==> src/rtl/core/ipv4enc_pkg.sv <==
// Shared types, constants and helper functions for the IPv4-in-TCP encapsulator.
// Used by every module under rtl/core; depends on nothing.
package ipv4enc_pkg;

    localparam int DEFAULT_MTU  = 1500;
    localparam int HEAD_LEN     = 20;
    localparam int HDR_BYTES    = 40;
    localparam int CMD_DEPTH    = 4;
    localparam int CMD_PTR_W    = $clog2(CMD_DEPTH);

    localparam logic [7:0]  VER_IHL      = 8'h45;
    localparam logic [7:0]  PROTO_TCP    = 8'h06;
    localparam logic [15:0] ENCAP_EXTRA  = 16'd40;
    localparam logic [19:0] IP_SUM_BASE  = 20'h0452E;
    localparam logic [19:0] TCP_SUM_BASE = 20'h15219;

    localparam logic [1:0] ST_OK    = 2'd0;
    localparam logic [1:0] ST_SHORT = 2'd1;
    localparam logic [1:0] ST_MTU   = 2'd2;

    localparam logic [2:0] REG_PROXY_IP = 3'd0;

    typedef struct packed {
        logic [7:0]  data_byte;
        logic [15:0] packet_len;
        logic        in_last;
    } in_item_t;

    typedef struct packed {
        logic [7:0] out_byte;
        logic [1:0] status;
        logic       out_last;
    } out_item_t;

    typedef enum logic [1:0] {
        CMD_PASS,
        CMD_ERR,
        CMD_HDR
    } cmd_kind_t;

    typedef struct packed {
        cmd_kind_t   kind;
        logic [1:0]  status;
        logic [7:0]  data;
        logic        last;
        logic [15:0] tot_len;
        logic [19:0] ip_sum;
        logic [19:0] tcp_sum;
    } cmd_t;

    function automatic logic [15:0] csum_fold(input logic [19:0] raw);
        logic [16:0] s;
        logic [15:0] r;
        s = {1'b0, raw[15:0]} + {13'd0, raw[19:16]};
        r = s[15:0] + {15'd0, s[16]};
        return ~r;
    endfunction

    function automatic logic [7:0] tcp_const(input logic [5:0] idx);
        logic [7:0] v;
        case (idx)
            6'd24:   v = 8'h01;
            6'd28:   v = 8'h01;
            6'd32:   v = 8'h50;
            6'd34:   v = 8'hFF;
            6'd35:   v = 8'hFF;
            default: v = 8'h00;
        endcase
        return v;
    endfunction

    function automatic logic ip_sum_pos(input logic [4:0] pos);
        logic v;
        case (pos)
            5'd1, 5'd4, 5'd5, 5'd6, 5'd7, 5'd8,
            5'd12, 5'd13, 5'd14, 5'd15: v = 1'b1;
            default:                    v = 1'b0;
        endcase
        return v;
    endfunction

    function automatic logic tcp_sum_pos(input logic [4:0] pos);
        logic v;
        case (pos)
            5'd12, 5'd13, 5'd14, 5'd15: v = 1'b1;
            default:                    v = 1'b0;
        endcase
        return v;
    endfunction

endpackage

==> src/rtl/core/ipv4enc_front.sv <==
// Front end: accepts input beats, holds the first 20 bytes, classifies each beat
// and emits pass, error and header commands. Depends on ipv4enc_pkg.
module ipv4enc_front #(
    parameter int MAX_TRANSFER_UNIT = ipv4enc_pkg::DEFAULT_MTU
) (
    input  logic                 clk,
    input  logic                 rst_n,
    input  logic                 push,
    output logic                 full,
    input  ipv4enc_pkg::in_item_t item,
    input  logic [16:0]          proxy_sum,
    input  logic                 cmd_full,
    output logic                 cmd_push,
    output ipv4enc_pkg::cmd_t    cmd,
    input  logic                 hdr_done,
    input  logic [4:0]           buf_addr,
    output logic [7:0]           buf_data
);

    localparam logic [16:0] LEN_LIMIT = 17'(MAX_TRANSFER_UNIT - 40);

    logic [7:0]  head_reg [ipv4enc_pkg::HEAD_LEN];
    logic [4:0]  pos_reg, pos_next;
    logic [15:0] len_reg, len_next;
    logic        rejected_reg, rejected_next;
    logic        pending_reg, pending_next;
    logic [19:0] ip_acc_reg, ip_acc_next;
    logic [19:0] tcp_acc_reg, tcp_acc_next;

    logic        accept;
    logic        head_wr;
    logic [19:0] byte_term;
    logic [19:0] ip_base;
    logic [19:0] tcp_base;
    logic [15:0] cur_len;

    assign full   = cmd_full
                  || (pending_reg && !rejected_reg && (pos_reg < 5'(ipv4enc_pkg::HEAD_LEN)));
    assign accept = push && !full;
    assign buf_data = head_reg[buf_addr];

    assign cur_len   = (pos_reg == 5'd0) ? item.packet_len : len_reg;
    assign byte_term = pos_reg[0] ? {12'd0, item.data_byte} : {4'd0, item.data_byte, 8'd0};
    assign ip_base   = (pos_reg == 5'd0)
                     ? ipv4enc_pkg::IP_SUM_BASE + {4'd0, item.packet_len} + {3'd0, proxy_sum}
                     : ip_acc_reg;
    assign tcp_base  = (pos_reg == 5'd0)
                     ? ipv4enc_pkg::TCP_SUM_BASE + {3'd0, proxy_sum}
                     : tcp_acc_reg;

    always_comb
    begin
        pos_next      = pos_reg;
        len_next      = len_reg;
        rejected_next = rejected_reg;
        pending_next  = pending_reg;
        ip_acc_next   = ip_acc_reg;
        tcp_acc_next  = tcp_acc_reg;
        head_wr       = 1'b0;
        cmd_push      = 1'b0;
        cmd.kind      = ipv4enc_pkg::CMD_PASS;
        cmd.status    = ipv4enc_pkg::ST_OK;
        cmd.data      = item.data_byte;
        cmd.last      = item.in_last;
        cmd.tot_len   = cur_len + ipv4enc_pkg::ENCAP_EXTRA;
        cmd.ip_sum    = ip_acc_next;
        cmd.tcp_sum   = tcp_acc_next;

        if (hdr_done)
        begin
            pending_next = 1'b0;
        end

        if (accept)
        begin
            if (rejected_reg)
            begin
                if (item.in_last)
                begin
                    rejected_next = 1'b0;
                    pos_next      = 5'd0;
                end
            end
            else if ((pos_reg == 5'd0)
                     && ((item.packet_len < 16'(ipv4enc_pkg::HEAD_LEN))
                         || ({1'b0, item.packet_len} > LEN_LIMIT)))
            begin
                len_next   = item.packet_len;
                cmd_push   = 1'b1;
                cmd.kind   = ipv4enc_pkg::CMD_ERR;
                cmd.status = (item.packet_len < 16'(ipv4enc_pkg::HEAD_LEN))
                           ? ipv4enc_pkg::ST_SHORT : ipv4enc_pkg::ST_MTU;
                cmd.last   = 1'b1;
                rejected_next = !item.in_last;
            end
            else if (pos_reg >= 5'(ipv4enc_pkg::HEAD_LEN))
            begin
                cmd_push = 1'b1;
                if (item.in_last)
                begin
                    pos_next = 5'd0;
                end
            end
            else
            begin
                head_wr      = 1'b1;
                len_next     = cur_len;
                ip_acc_next  = ipv4enc_pkg::ip_sum_pos(pos_reg) ? ip_base + byte_term : ip_base;
                tcp_acc_next = ipv4enc_pkg::tcp_sum_pos(pos_reg)
                             ? tcp_base + byte_term : tcp_base;
                cmd.ip_sum   = ip_acc_next;
                cmd.tcp_sum  = tcp_acc_next;
                if (pos_reg == 5'(ipv4enc_pkg::HEAD_LEN - 1))
                begin
                    cmd_push     = 1'b1;
                    cmd.kind     = ipv4enc_pkg::CMD_HDR;
                    pending_next = 1'b1;
                    pos_next     = item.in_last ? 5'd0 : 5'(ipv4enc_pkg::HEAD_LEN);
                end
                else if (item.in_last)
                begin
                    cmd_push   = 1'b1;
                    cmd.kind   = ipv4enc_pkg::CMD_ERR;
                    cmd.status = ipv4enc_pkg::ST_SHORT;
                    pos_next   = 5'd0;
                end
                else
                begin
                    pos_next = pos_reg + 5'd1;
                end
            end
        end
    end

    always_ff @(posedge clk or negedge rst_n)
    begin
        if (!rst_n)
        begin
            pos_reg      <= 5'd0;
            len_reg      <= 16'd0;
            rejected_reg <= 1'b0;
            pending_reg  <= 1'b0;
        end
        else
        begin
            pos_reg      <= pos_next;
            len_reg      <= len_next;
            rejected_reg <= rejected_next;
            pending_reg  <= pending_next;
        end
    end

    always_ff @(posedge clk)
    begin
        ip_acc_reg  <= ip_acc_next;
        tcp_acc_reg <= tcp_acc_next;
        if (head_wr)
        begin
            head_reg[pos_reg] <= item.data_byte;
        end
    end

endmodule

==> src/rtl/core/ipv4enc_cmd_fifo.sv <==
// Short command queue between the front end and the back end.
// Depends on ipv4enc_pkg for the command type and depth.
module ipv4enc_cmd_fifo (
    input  logic              clk,
    input  logic              rst_n,
    input  logic              wr,
    input  ipv4enc_pkg::cmd_t wr_cmd,
    output logic              full,
    input  logic              rd,
    output ipv4enc_pkg::cmd_t rd_cmd,
    output logic              empty
);

    localparam int PW = ipv4enc_pkg::CMD_PTR_W;

    ipv4enc_pkg::cmd_t mem_reg [ipv4enc_pkg::CMD_DEPTH];
    logic [PW-1:0] wptr_reg, rptr_reg;
    logic [PW:0]   count_reg;
    logic          do_wr, do_rd;

    assign full   = (count_reg == (PW+1)'(ipv4enc_pkg::CMD_DEPTH));
    assign empty  = (count_reg == '0);
    assign do_wr  = wr && !full;
    assign do_rd  = rd && !empty;
    assign rd_cmd = mem_reg[rptr_reg];

    always_ff @(posedge clk or negedge rst_n)
    begin
        if (!rst_n)
        begin
            wptr_reg  <= '0;
            rptr_reg  <= '0;
            count_reg <= '0;
        end
        else
        begin
            if (do_wr)
            begin
                wptr_reg <= wptr_reg + 1'b1;
            end
            if (do_rd)
            begin
                rptr_reg <= rptr_reg + 1'b1;
            end
            count_reg <= count_reg + (PW+1)'(do_wr) - (PW+1)'(do_rd);
        end
    end

    always_ff @(posedge clk)
    begin
        if (do_wr)
        begin
            mem_reg[wptr_reg] <= wr_cmd;
        end
    end

endmodule

==> src/rtl/core/ipv4enc_back.sv <==
// Back end: carries out queued commands, building the 40 header bytes and
// replaying the held bytes into the output register. Depends on ipv4enc_pkg.
module ipv4enc_back (
    input  logic                   clk,
    input  logic                   rst_n,
    input  ipv4enc_pkg::cmd_t      cmd,
    input  logic                   cmd_empty,
    output logic                   cmd_pop,
    output logic                   hdr_done,
    output logic [4:0]             buf_addr,
    input  logic [7:0]             buf_data,
    input  logic [31:0]            proxy_ip,
    output logic                   empty,
    input  logic                   pop,
    output ipv4enc_pkg::out_item_t result
);

    localparam logic [5:0] LAST_IDX = 6'(ipv4enc_pkg::HDR_BYTES + ipv4enc_pkg::HEAD_LEN - 1);

    logic [5:0]  idx_reg, idx_next;
    logic        valid_reg, valid_next;
    ipv4enc_pkg::out_item_t res_reg, res_next;

    logic        adv;
    logic [5:0]  idx_back;
    logic [15:0] ip_ck;
    logic [15:0] tcp_ck;
    logic [7:0]  hdr_byte;

    assign empty    = !valid_reg;
    assign result   = res_reg;
    assign adv      = !cmd_empty && (!valid_reg || pop);
    assign idx_back = idx_reg - 6'(ipv4enc_pkg::HDR_BYTES);
    assign buf_addr = (idx_reg < 6'(ipv4enc_pkg::HEAD_LEN)) ? idx_reg[4:0] : idx_back[4:0];
    assign ip_ck    = ipv4enc_pkg::csum_fold(cmd.ip_sum);
    assign tcp_ck   = ipv4enc_pkg::csum_fold(cmd.tcp_sum);

    always_comb
    begin
        case (idx_reg)
            6'd0:    hdr_byte = ipv4enc_pkg::VER_IHL;
            6'd2:    hdr_byte = cmd.tot_len[15:8];
            6'd3:    hdr_byte = cmd.tot_len[7:0];
            6'd9:    hdr_byte = ipv4enc_pkg::PROTO_TCP;
            6'd10:   hdr_byte = ip_ck[15:8];
            6'd11:   hdr_byte = ip_ck[7:0];
            6'd16:   hdr_byte = proxy_ip[31:24];
            6'd17:   hdr_byte = proxy_ip[23:16];
            6'd18:   hdr_byte = proxy_ip[15:8];
            6'd19:   hdr_byte = proxy_ip[7:0];
            6'd36:   hdr_byte = tcp_ck[15:8];
            6'd37:   hdr_byte = tcp_ck[7:0];
            default:
            begin
                if ((idx_reg >= 6'(ipv4enc_pkg::HEAD_LEN))
                    && (idx_reg < 6'(ipv4enc_pkg::HDR_BYTES)))
                begin
                    hdr_byte = ipv4enc_pkg::tcp_const(idx_reg);
                end
                else
                begin
                    hdr_byte = buf_data;
                end
            end
        endcase
    end

    always_comb
    begin
        idx_next   = idx_reg;
        valid_next = valid_reg;
        res_next   = res_reg;
        cmd_pop    = 1'b0;
        hdr_done   = 1'b0;

        if (pop)
        begin
            valid_next = 1'b0;
        end

        if (adv)
        begin
            valid_next = 1'b1;
            case (cmd.kind)
                ipv4enc_pkg::CMD_PASS:
                begin
                    res_next.out_byte = cmd.data;
                    res_next.status   = ipv4enc_pkg::ST_OK;
                    res_next.out_last = cmd.last;
                    cmd_pop           = 1'b1;
                end
                ipv4enc_pkg::CMD_ERR:
                begin
                    res_next.out_byte = 8'd0;
                    res_next.status   = cmd.status;
                    res_next.out_last = 1'b1;
                    cmd_pop           = 1'b1;
                end
                ipv4enc_pkg::CMD_HDR:
                begin
                    res_next.out_byte = hdr_byte;
                    res_next.status   = ipv4enc_pkg::ST_OK;
                    res_next.out_last = (idx_reg == LAST_IDX) && cmd.last;
                    if (idx_reg == LAST_IDX)
                    begin
                        idx_next = 6'd0;
                        cmd_pop  = 1'b1;
                        hdr_done = 1'b1;
                    end
                    else
                    begin
                        idx_next = idx_reg + 6'd1;
                    end
                end
                default:
                begin
                    cmd_pop = 1'b1;
                end
            endcase
        end
    end

    always_ff @(posedge clk or negedge rst_n)
    begin
        if (!rst_n)
        begin
            idx_reg   <= 6'd0;
            valid_reg <= 1'b0;
        end
        else
        begin
            idx_reg   <= idx_next;
            valid_reg <= valid_next;
        end
    end

    always_ff @(posedge clk)
    begin
        res_reg <= res_next;
    end

endmodule

==> src/rtl/core/ipv4_tcp_header_encapsulator.sv <==
// Top level of the IPv4-in-TCP header encapsulator: configuration register,
// front end, command queue and back end. Depends on ipv4enc_pkg and ipv4enc_*.
//
//   channel   handshake            payload
//   item      push / full          in_item_t  {data_byte, packet_len, in_last}
//   result    empty / pop          out_item_t {out_byte, status, out_last}
//   config    psel/penable/pwrite  proxy_ip at byte address 0
//
// Pass-through beats move at one per cycle. The first 20 bytes of a packet are
// held; the 20th queues a header command that the back end plays out as 60 result
// beats, one per cycle as popped, through a single output register. Input stalls
// while that replay reads the held bytes and a new packet's head arrives, or the
// queue is full. Reset clears all control state; no clearing pass is needed.
module ipv4_tcp_header_encapsulator #(
    parameter int MAX_TRANSFER_UNIT = ipv4enc_pkg::DEFAULT_MTU
) (
    input  logic                   clk,
    input  logic                   rst_n,
    input  logic                   push,
    output logic                   full,
    input  ipv4enc_pkg::in_item_t  item,
    output logic                   empty,
    input  logic                   pop,
    output ipv4enc_pkg::out_item_t result,
    input  logic                   psel,
    input  logic                   penable,
    input  logic                   pwrite,
    input  logic [2:0]             paddr,
    input  logic [31:0]            pwdata,
    output logic [31:0]            prdata,
    output logic                   pready
);

    logic [31:0]       proxy_ip_reg;
    logic [16:0]       proxy_sum;
    logic              cmd_full, cmd_empty, cmd_push, cmd_pop;
    logic              hdr_done;
    logic [4:0]        buf_addr;
    logic [7:0]        buf_data;
    ipv4enc_pkg::cmd_t wr_cmd, rd_cmd;

    assign pready    = 1'b1;
    assign prdata    = (paddr == ipv4enc_pkg::REG_PROXY_IP) ? proxy_ip_reg : 32'd0;
    assign proxy_sum = {1'b0, proxy_ip_reg[31:16]} + {1'b0, proxy_ip_reg[15:0]};

    always_ff @(posedge clk or negedge rst_n)
    begin
        if (!rst_n)
        begin
            proxy_ip_reg <= 32'd0;
        end
        else if (psel && penable && pwrite && (paddr == ipv4enc_pkg::REG_PROXY_IP))
        begin
            proxy_ip_reg <= pwdata;
        end
    end

    ipv4enc_front #(
        .MAX_TRANSFER_UNIT(MAX_TRANSFER_UNIT)
    ) u_front (
        .clk      (clk),
        .rst_n    (rst_n),
        .push     (push),
        .full     (full),
        .item     (item),
        .proxy_sum(proxy_sum),
        .cmd_full (cmd_full),
        .cmd_push (cmd_push),
        .cmd      (wr_cmd),
        .hdr_done (hdr_done),
        .buf_addr (buf_addr),
        .buf_data (buf_data)
    );

    ipv4enc_cmd_fifo u_fifo (
        .clk   (clk),
        .rst_n (rst_n),
        .wr    (cmd_push),
        .wr_cmd(wr_cmd),
        .full  (cmd_full),
        .rd    (cmd_pop),
        .rd_cmd(rd_cmd),
        .empty (cmd_empty)
    );

    ipv4enc_back u_back (
        .clk      (clk),
        .rst_n    (rst_n),
        .cmd      (rd_cmd),
        .cmd_empty(cmd_empty),
        .cmd_pop  (cmd_pop),
        .hdr_done (hdr_done),
        .buf_addr (buf_addr),
        .buf_data (buf_data),
        .proxy_ip (proxy_ip_reg),
        .empty    (empty),
        .pop      (pop),
        .result   (result)
    );

endmodule
==> config.mk <==
export PLATFORM = sky130hd
export DESIGN_NAME = ipv4_tcp_header_encapsulator
export DESIGN_NICKNAME = d
export VERILOG_FILES = /design/src/rtl/core/ipv4enc_pkg.sv /design/src/rtl/core/ipv4enc_front.sv /design/src/rtl/core/ipv4enc_cmd_fifo.sv /design/src/rtl/core/ipv4enc_back.sv /design/src/rtl/core/ipv4_tcp_header_encapsulator.sv
export SDC_FILE = /design/constraint.sdc
export NUM_CORES = 1
export LEC_CHECK = 0
export BUFFER_PORTS_ARGS = -buffer_cell sky130_fd_sc_hd__buf_2
export CAP_MARGIN = 20
export CORE_ASPECT_RATIO = 0.6
export CORE_MARGIN = 10
export CORE_UTILIZATION = 30
export CTS_BUF_LIST = sky130_fd_sc_hd__clkbuf_4
export DETAILED_ROUTE_END_ITERATION = 16
export GPL_TIMING_DRIVEN = 0
export SLEW_MARGIN = 15
export SYNTH_ARGS = -nofsm -noshare
export SYNTH_HDL_FRONTEND = slang
export SYNTH_SLANG_ARGS = --single-unit
==> constraint.sdc <==
create_clock -name clk -period 6.6 [get_ports clk]
set_input_delay 0.66 -clock clk [delete_from_list [all_inputs] [get_ports clk]]
set_output_delay 0.66 -clock clk [all_outputs]
set_load 0.01 [all_outputs]
* Word level (Yosys, flattened, before mapping)
Memories as Yosys holds them, arrays and structs flattened.
Index checks and enable logic that the tools add are counted.
Widths: inputs -> output; s select.
** Word-level totals
- Bits in writable memories :: 436
- Bits in read-only memories :: 16
- Bits of input ports :: 67
- Memories kept :: 3
- Word-level logic and storage cells :: 188
- Output and inout bits :: 46
- Flip-flop bits (word level) :: 120
** Memory list
- u_fifo.mem_reg :: depth 4, width 69, rd ports 1, clocked after Yosys merged registers in 0, write ports 1, RTL line ipv4enc_cmd_fifo.sv:16 : ipv4enc_pkg::cmd_t mem_reg [ipv4enc_pkg::CMD_DEPTH];
- u_front.head_reg :: depth 20, width 8, rd ports 1, clocked after Yosys merged registers in 0, write ports 1, RTL line ipv4enc_front.sv:22 : logic [7:0] head_reg [ipv4enc_pkg::HEAD_LEN];
- (name not given) :: depth 16, width 1, rd ports 1, clocked after Yosys merged registers in 0, write ports 0, RTL line ipv4enc_pkg.sv:74 : case (pos)
** Operators by class
- Reductions and logical operators :: 36
- Equality and inequality tests :: 27
- $lt $le $gt $ge :: 7
- Bitwise gates (word level) :: 5
- Add/sub/neg operators :: 18
- Mux-type cells :: 77
** Operator list (number)
- $mux 40 :: 4
- $pmux 8 s12 :: 1
- $mux 20 :: 4
- $mux 16 :: 4
- $mux 1 :: 43
- $add 20x20->20 :: 2
- $mux 5 :: 8
- $eq 6x5->1 const B :: 6
- $eq 6x6->1 const B :: 6
- $add 16x4->17 :: 2
- $pmux 11 s3 :: 1
- $add 16x1->16 :: 2
- $mux 32 :: 1
- $not 16->16 :: 2
- $pmux 8 s3 :: 1
- $add 20x17->20 :: 1
- $eq 5x4->1 const B :: 4
- $add 17x17->18 const A :: 1
- $eq 6x4->1 const B :: 3
- $add 15x16->17 const A :: 1
- $add 16x16->17 :: 1
- $add 16x6->16 const B :: 1
- $gt 16x11->1 const B :: 1
- $lt 16x5->1 const B :: 1
- 37 further kinds :: 69

* Logic depth before layout (Yosys ltp)
- Depth after elaboration :: 12
- Gate-level depth with buffers :: 28
- Mapped depth without buffers :: 28

* Hierarchy
A second synthesis with hierarchy kept.
** Unflattened totals
- Cell total of the unflattened synthesis :: 2224
- Area total of the unflattened synthesis :: 29649.7 sq um
** By module, submodules not included
- ipv4enc_front :: instances 1, cells an instance 1156, seq. area each 6581.3 sq um, area each 13420.4 sq um
- ipv4enc_cmd_fifo :: instances 1, cells an instance 402, seq. area each 8463.1 sq um, area each 10498.8 sq um
- ipv4enc_back :: instances 1, cells an instance 449, seq. area each 505.5 sq um, area each 3435.8 sq um
- ipv4_tcp_header_encapsulator :: instances 1, cells an instance 217, seq. area each 800.8 sq um, area each 2294.7 sq um

* Worst setup path after synthesis
No wires, ideal clock.
- Kind :: register to register
- From :: register u_fifo.rptr_reg[0]
- To :: register u_back.res_reg, in the netlist u_back.result[9], data pin
- Cell stages (with the launch flop) :: 27
- Library setup time :: 267 ps
- Data required time :: 6333 ps
- Path slack :: 545 ps
- Path buffers :: 7
- Data arrival time :: 5787 ps
- Clock period less this slack :: 6055 ps
- Cells stage by stage :: dfrtp_1 > buf_2 > buf_2 > buf_2 > clkbuf_1 > buf_1 > mux4_2 > ha_1 > fa_1 > a21o_1 > a21oi_1 > or3_1 > clkbuf_1 > nor3b_1 > ha_1 > ha_1 > and3_1 > clkbuf_1 > nand2_1 > a21oi_1 > o21ai_0 > xnor2_1 > o22ai_1 > nor2_1 > o21ai_0 > a21oi_1 > o31ai_1
** On the way
- Longest elaborated chain between the ends :: 6
** RTL lines
- start: declaration :: RTL line ipv4enc_cmd_fifo.sv:17 : logic [PW-1:0] wptr_reg, rptr_reg;
- start signal: assignment :: RTL line ipv4enc_cmd_fifo.sv:43 : rptr_reg <= rptr_reg + 1'b1;
- $mem_v2 4x69 *
- $add 16x4->17 :: RTL line ipv4enc_pkg.sv:54 : s = {1'b0, raw[15:0]} + {13'd0, raw[19:16]};
- $add 16x1->16 :: RTL line ipv4enc_pkg.sv:55 : r = s[15:0] + {15'd0, s[16]};
- $not 16->16 :: RTL line ipv4enc_pkg.sv:56 : return ~r;
- $pmux 8 s12 :: RTL line ipv4enc_back.sv:40 : case (idx_reg)
- $pmux 11 s3 * :: RTL line ipv4enc_back.sv:84 : case (cmd.kind)
- end signal: assignment :: RTL line ipv4enc_back.sv:139 : res_reg <= res_next;
- end: declaration :: RTL line ipv4enc_back.sv:22 : ipv4enc_pkg::out_item_t res_reg, res_next;
Mark *: on every way between the ends. The rest lies on a longest branch, timed or not.
A chain may end at the register's enable or synchronous reset.

* Worst setup path after layout
- From :: register u_fifo.rptr_reg[1]
- To :: register u_back.res_reg, in the netlist u_back.result[3], data pin
The elaborated chain is that of the path after synthesis.

==> results by group <==
Outcome
  • Status: finished clean

Power
  • Sw Ratio: 44.9%
  • Max VDD drop: 0.000193 V
  • Sequential Power Share: 30.4%
  • Pwr/cell area: 527 nW/um^2
  • Clock Power Share: 15.3%
  • Combinational power share: 54.3%
  • Power, Total: 17.5 mW
  • Pint: 9.65 mW
  • Leakage power: 12.1 nW
  • Net switching power figure: between 7 and 8 mW

Detailed routing
  • Initial DRC count: 2311
  • DR WL/cell: 23.8 um
  • Routed Antenna Nets: 0
  • Vias per inst: approximately 5.3
  • Via count: 20067
  • Drt drc: 0
  • Pre-Repair DR Iteration Count: 6
  • WL final: 90.4 mm

Global route
  • Grt total ovfl: 0
  • Total track usage: 16.3%
  • Antenna violations before repair: 8
  • First-pass GRT wire length: 132 mm
  • Number of global-route vias before repair: 19043
  • Largest net degree at the start of global routing: 46

Synth
  • Mapped Area: 28700 um^2
  • Mean post-synth cell area: 13.1 um^2
  • Ys async rst share: 12.4%
  • Most frequent cells after synthesis: edfxtp_1, nand2_1, nor2_1
  • Post-synth top area cell: edfxtp_1
  • Number of synthesis warnings: 0
  • Flops & latches, synth: 556
  • Ys flop type: edfxtp_1
  • Most common cell in the netlist: edfxtp_1
  • Sequential share of the synthesized area: 56.9%
  • Area share of the largest cell type after synthesis: around half
  • Top cells by area, synth: edfxtp_1, mux4_2, dfrtp_1, ha_1, nand2_1
  • Synth cell types: 85
  • Post-Syn Nets: 2357
  • Number of synthesized flops with an enable pin: 487
  • Syn Inst Count: 2186

Timing
  • Endpoints failing hold: 0
  • Slew @ Worst Pin: 1120 ps
  • Tmin final: 6320 ps
  • Fmax: between 0.15 and 0.2 GHz
  • Max Slew Vio Count: 0
  • Clk_skew: 115 ps
  • Headroom to the max-slew limit: 24.4%
  • Setup violators final: 0
  • Tcrit/Tclk final: 95.8%

Finish
  • NumNets Final: 2633
  • Max reg flops: 276
  • Fraction of final layout cells sized beyond drive strength 1: 22.8%
  • Area delta synth->final: 15.8%
  • Fin area: 33300 um^2
  • Fill count: ~9300

Floorplan
  • IO Pins: 113
  • Num rows: 87
  • Initial Utilization: a little under a third
  • Core area: 94500 um^2
  • Die ar.: around 110000 um^2
  • Die height: roughly 260 um
  • Die width: between 400 and 500 um

Worst setup path
  • Reg-to-reg slack, setup: 280 ps
  • Crit path max fanout: 10
  • Crit Path Category: reg -> reg
  • CP Data Required Time: 7280 ps
  • CP Data Arrival Time: 7010 ps
  • Critical Path End Type: register
  • Startpoint Class: register

Worst hold path
  • Hold/Removal Path Class: in -> async

Clock network
  • CTS H-tree depth: 3
  • Clk buf depth: 3
  • CTS Root Cell: clkbuf_4
  • Clk_lat worst skew: 1010 ps
  • TritonCTS Sinks: around 560
  • CTS Buf Count: roughly 120
  • CTS tree: done
  • Clock transition at path regs: approximately 80 ps

Placement
  • Detailed Place HPWL: 68.1 mm
  • RePlAce Congestion: 0.967
  • # port buffers: 108
  • Placed inst area: roughly 31000 um^2

Run
  • Max cap viols: 0
[per-layer routing]
layer / track usage [%] / up-vias / share of wire (%)
li1: - / 8957 / -
met1: 25.1 / 10053 / 47
met5: 0 / - / 0.051
met4: 3.22 / 6 / 1.2
met3: 6.85 / 88 / 14
met2: 20.6 / 963 / 38
[worst max-delay path: stages (launching register included)]
cell and delay [ps]:
dfrtp_2 490, clkbuf_4 300, buf_4 310, buf_4 330, buf_4 320, mux4_2 360, ha_1 250, fa_1 400
a21o_1 240, a21oi_4 300, or3_1 150, clkbuf_1 220, nor3b_2 130, ha_1 370, o21ai_0 160, a221oi_1 440
nand3_1 440, a21oi_1 250, o21ai_0 170, o211ai_1 250, o21ai_0 130
[cell families (layout without fill, tap and decap cells)]
group           Yosys count  count (layout)  synth area share, %
simple gates            636             636                 10.5
flops                   556             556                 56.9
compound gates          386             386                 8.79
mux                     200             200                 12.3
buf+inv                 155             522                 2.09
xor+xnor                148             148                 4.61
fa+ha+maj               104             104                 4.71
other cells               1               3               0.0131
[path summary, 6_finish.rpt]
path / from / end / depth (start not counted)
worst max-delay path: u_fifo.rptr_reg[1]$_DFFE_PN0P_ / u_back.result[3]$_DFFE_PP_ / 20
worst min-delay path: rst_n / u_front.len_reg[10]$_DFFE_PN0P_ / 2
worst max register to register: u_fifo.rptr_reg[1]$_DFFE_PN0P_ / u_back.result[3]$_DFFE_PP_ / 20
worst min register to register: u_front.pending_reg$_DFF_PN0_ / u_front.pending_reg$_DFF_PN0_ / 1
max in group asynchronous: rst_n / u_fifo.rptr_reg[1]$_DFFE_PN0P_ / 3
min in group clk: item[13] / u_front.len_reg[12]$_DFFE_PN0P_ / 2
[per-stage QoR]
| step | cells | hold WS, ps | TNS [ps] | setup slack [ps] | utilization [%] |
|---|---|---|---|---|---|
| 2_1_floorplan | 2186 | 364 | 0 | 545 | - |
| 3_3_place_gp | 3540 | 464 | -327360 | -2200 | 32.6 |
| 3_5_place_dp | 3548 | 471 | -109210 | -2230 | 32.8 |
| 4_1_cts | 3798 | 27.1 | 0 | 20.3 | 35.0 |
| 5_1_grt | 3801 | 82.7 | -52.7 | -13.9 | 35.2 |
| 6_report | 3801 | 120 | 0 | 276 | 35.2 |
[power groups by stage]
stage	clock network [mW]	registers, mW	logic (mW)
global placement	0	5.42	8.89
CTS	2.75	5.32	9.16
detailed placement	0	5.38	9.00
finish	2.69	5.33	9.51
global route	2.92	5.38	10.2
floorplan	0	5.29	5.91
[layout by cell type, fill, tap and decap left out, types with 39 or more instances in the layout]
cell             n
ha_1            95
dlygate4sd3_1   39
nor2_1         127
clkbuf_1        53
clkbuf_4       192
mux4_2         117
buf_2          114
edfxtp_1       487
mux2_2          58
and2_1          51
nand3_1         57
xnor2_1         85
dfrtp_1         65
nand2_1        228
o21ai_0         96
a21oi_1         77
xor2_1          57
inv_1           59
[final cells by class]
type / instances / area [um^2] / share of cell area, %
Multi-Input combinational cell: 1475 / 12000 / 36.0
Antenna cell: 2 / 5.00 / 0.0151
Buffer: 91 / 443 / 1.33
Timing Repair Buffer: 159 / 1130 / 3.40
Clock buffer: 186 / 1400 / 4.20
Tap cell: 1246 / 1560 / 4.69
Sequential cell: 556 / 16400 / 49.2
Clock inverter: 26 / 148 / 0.444
Inverter: 60 / 229 / 0.689
[timing repair]
action | 4_1_cts | 5_1_grt
hold buffers | 39 | 0
pin swaps | 0 | 5
hold endpoints to repair | 108 | 0
gates resized for setup | 59 | 40
setup buffers | 0 | 3
endpoints found under the setup margin | 130 | 71
(Power assumes the default switching activity.)
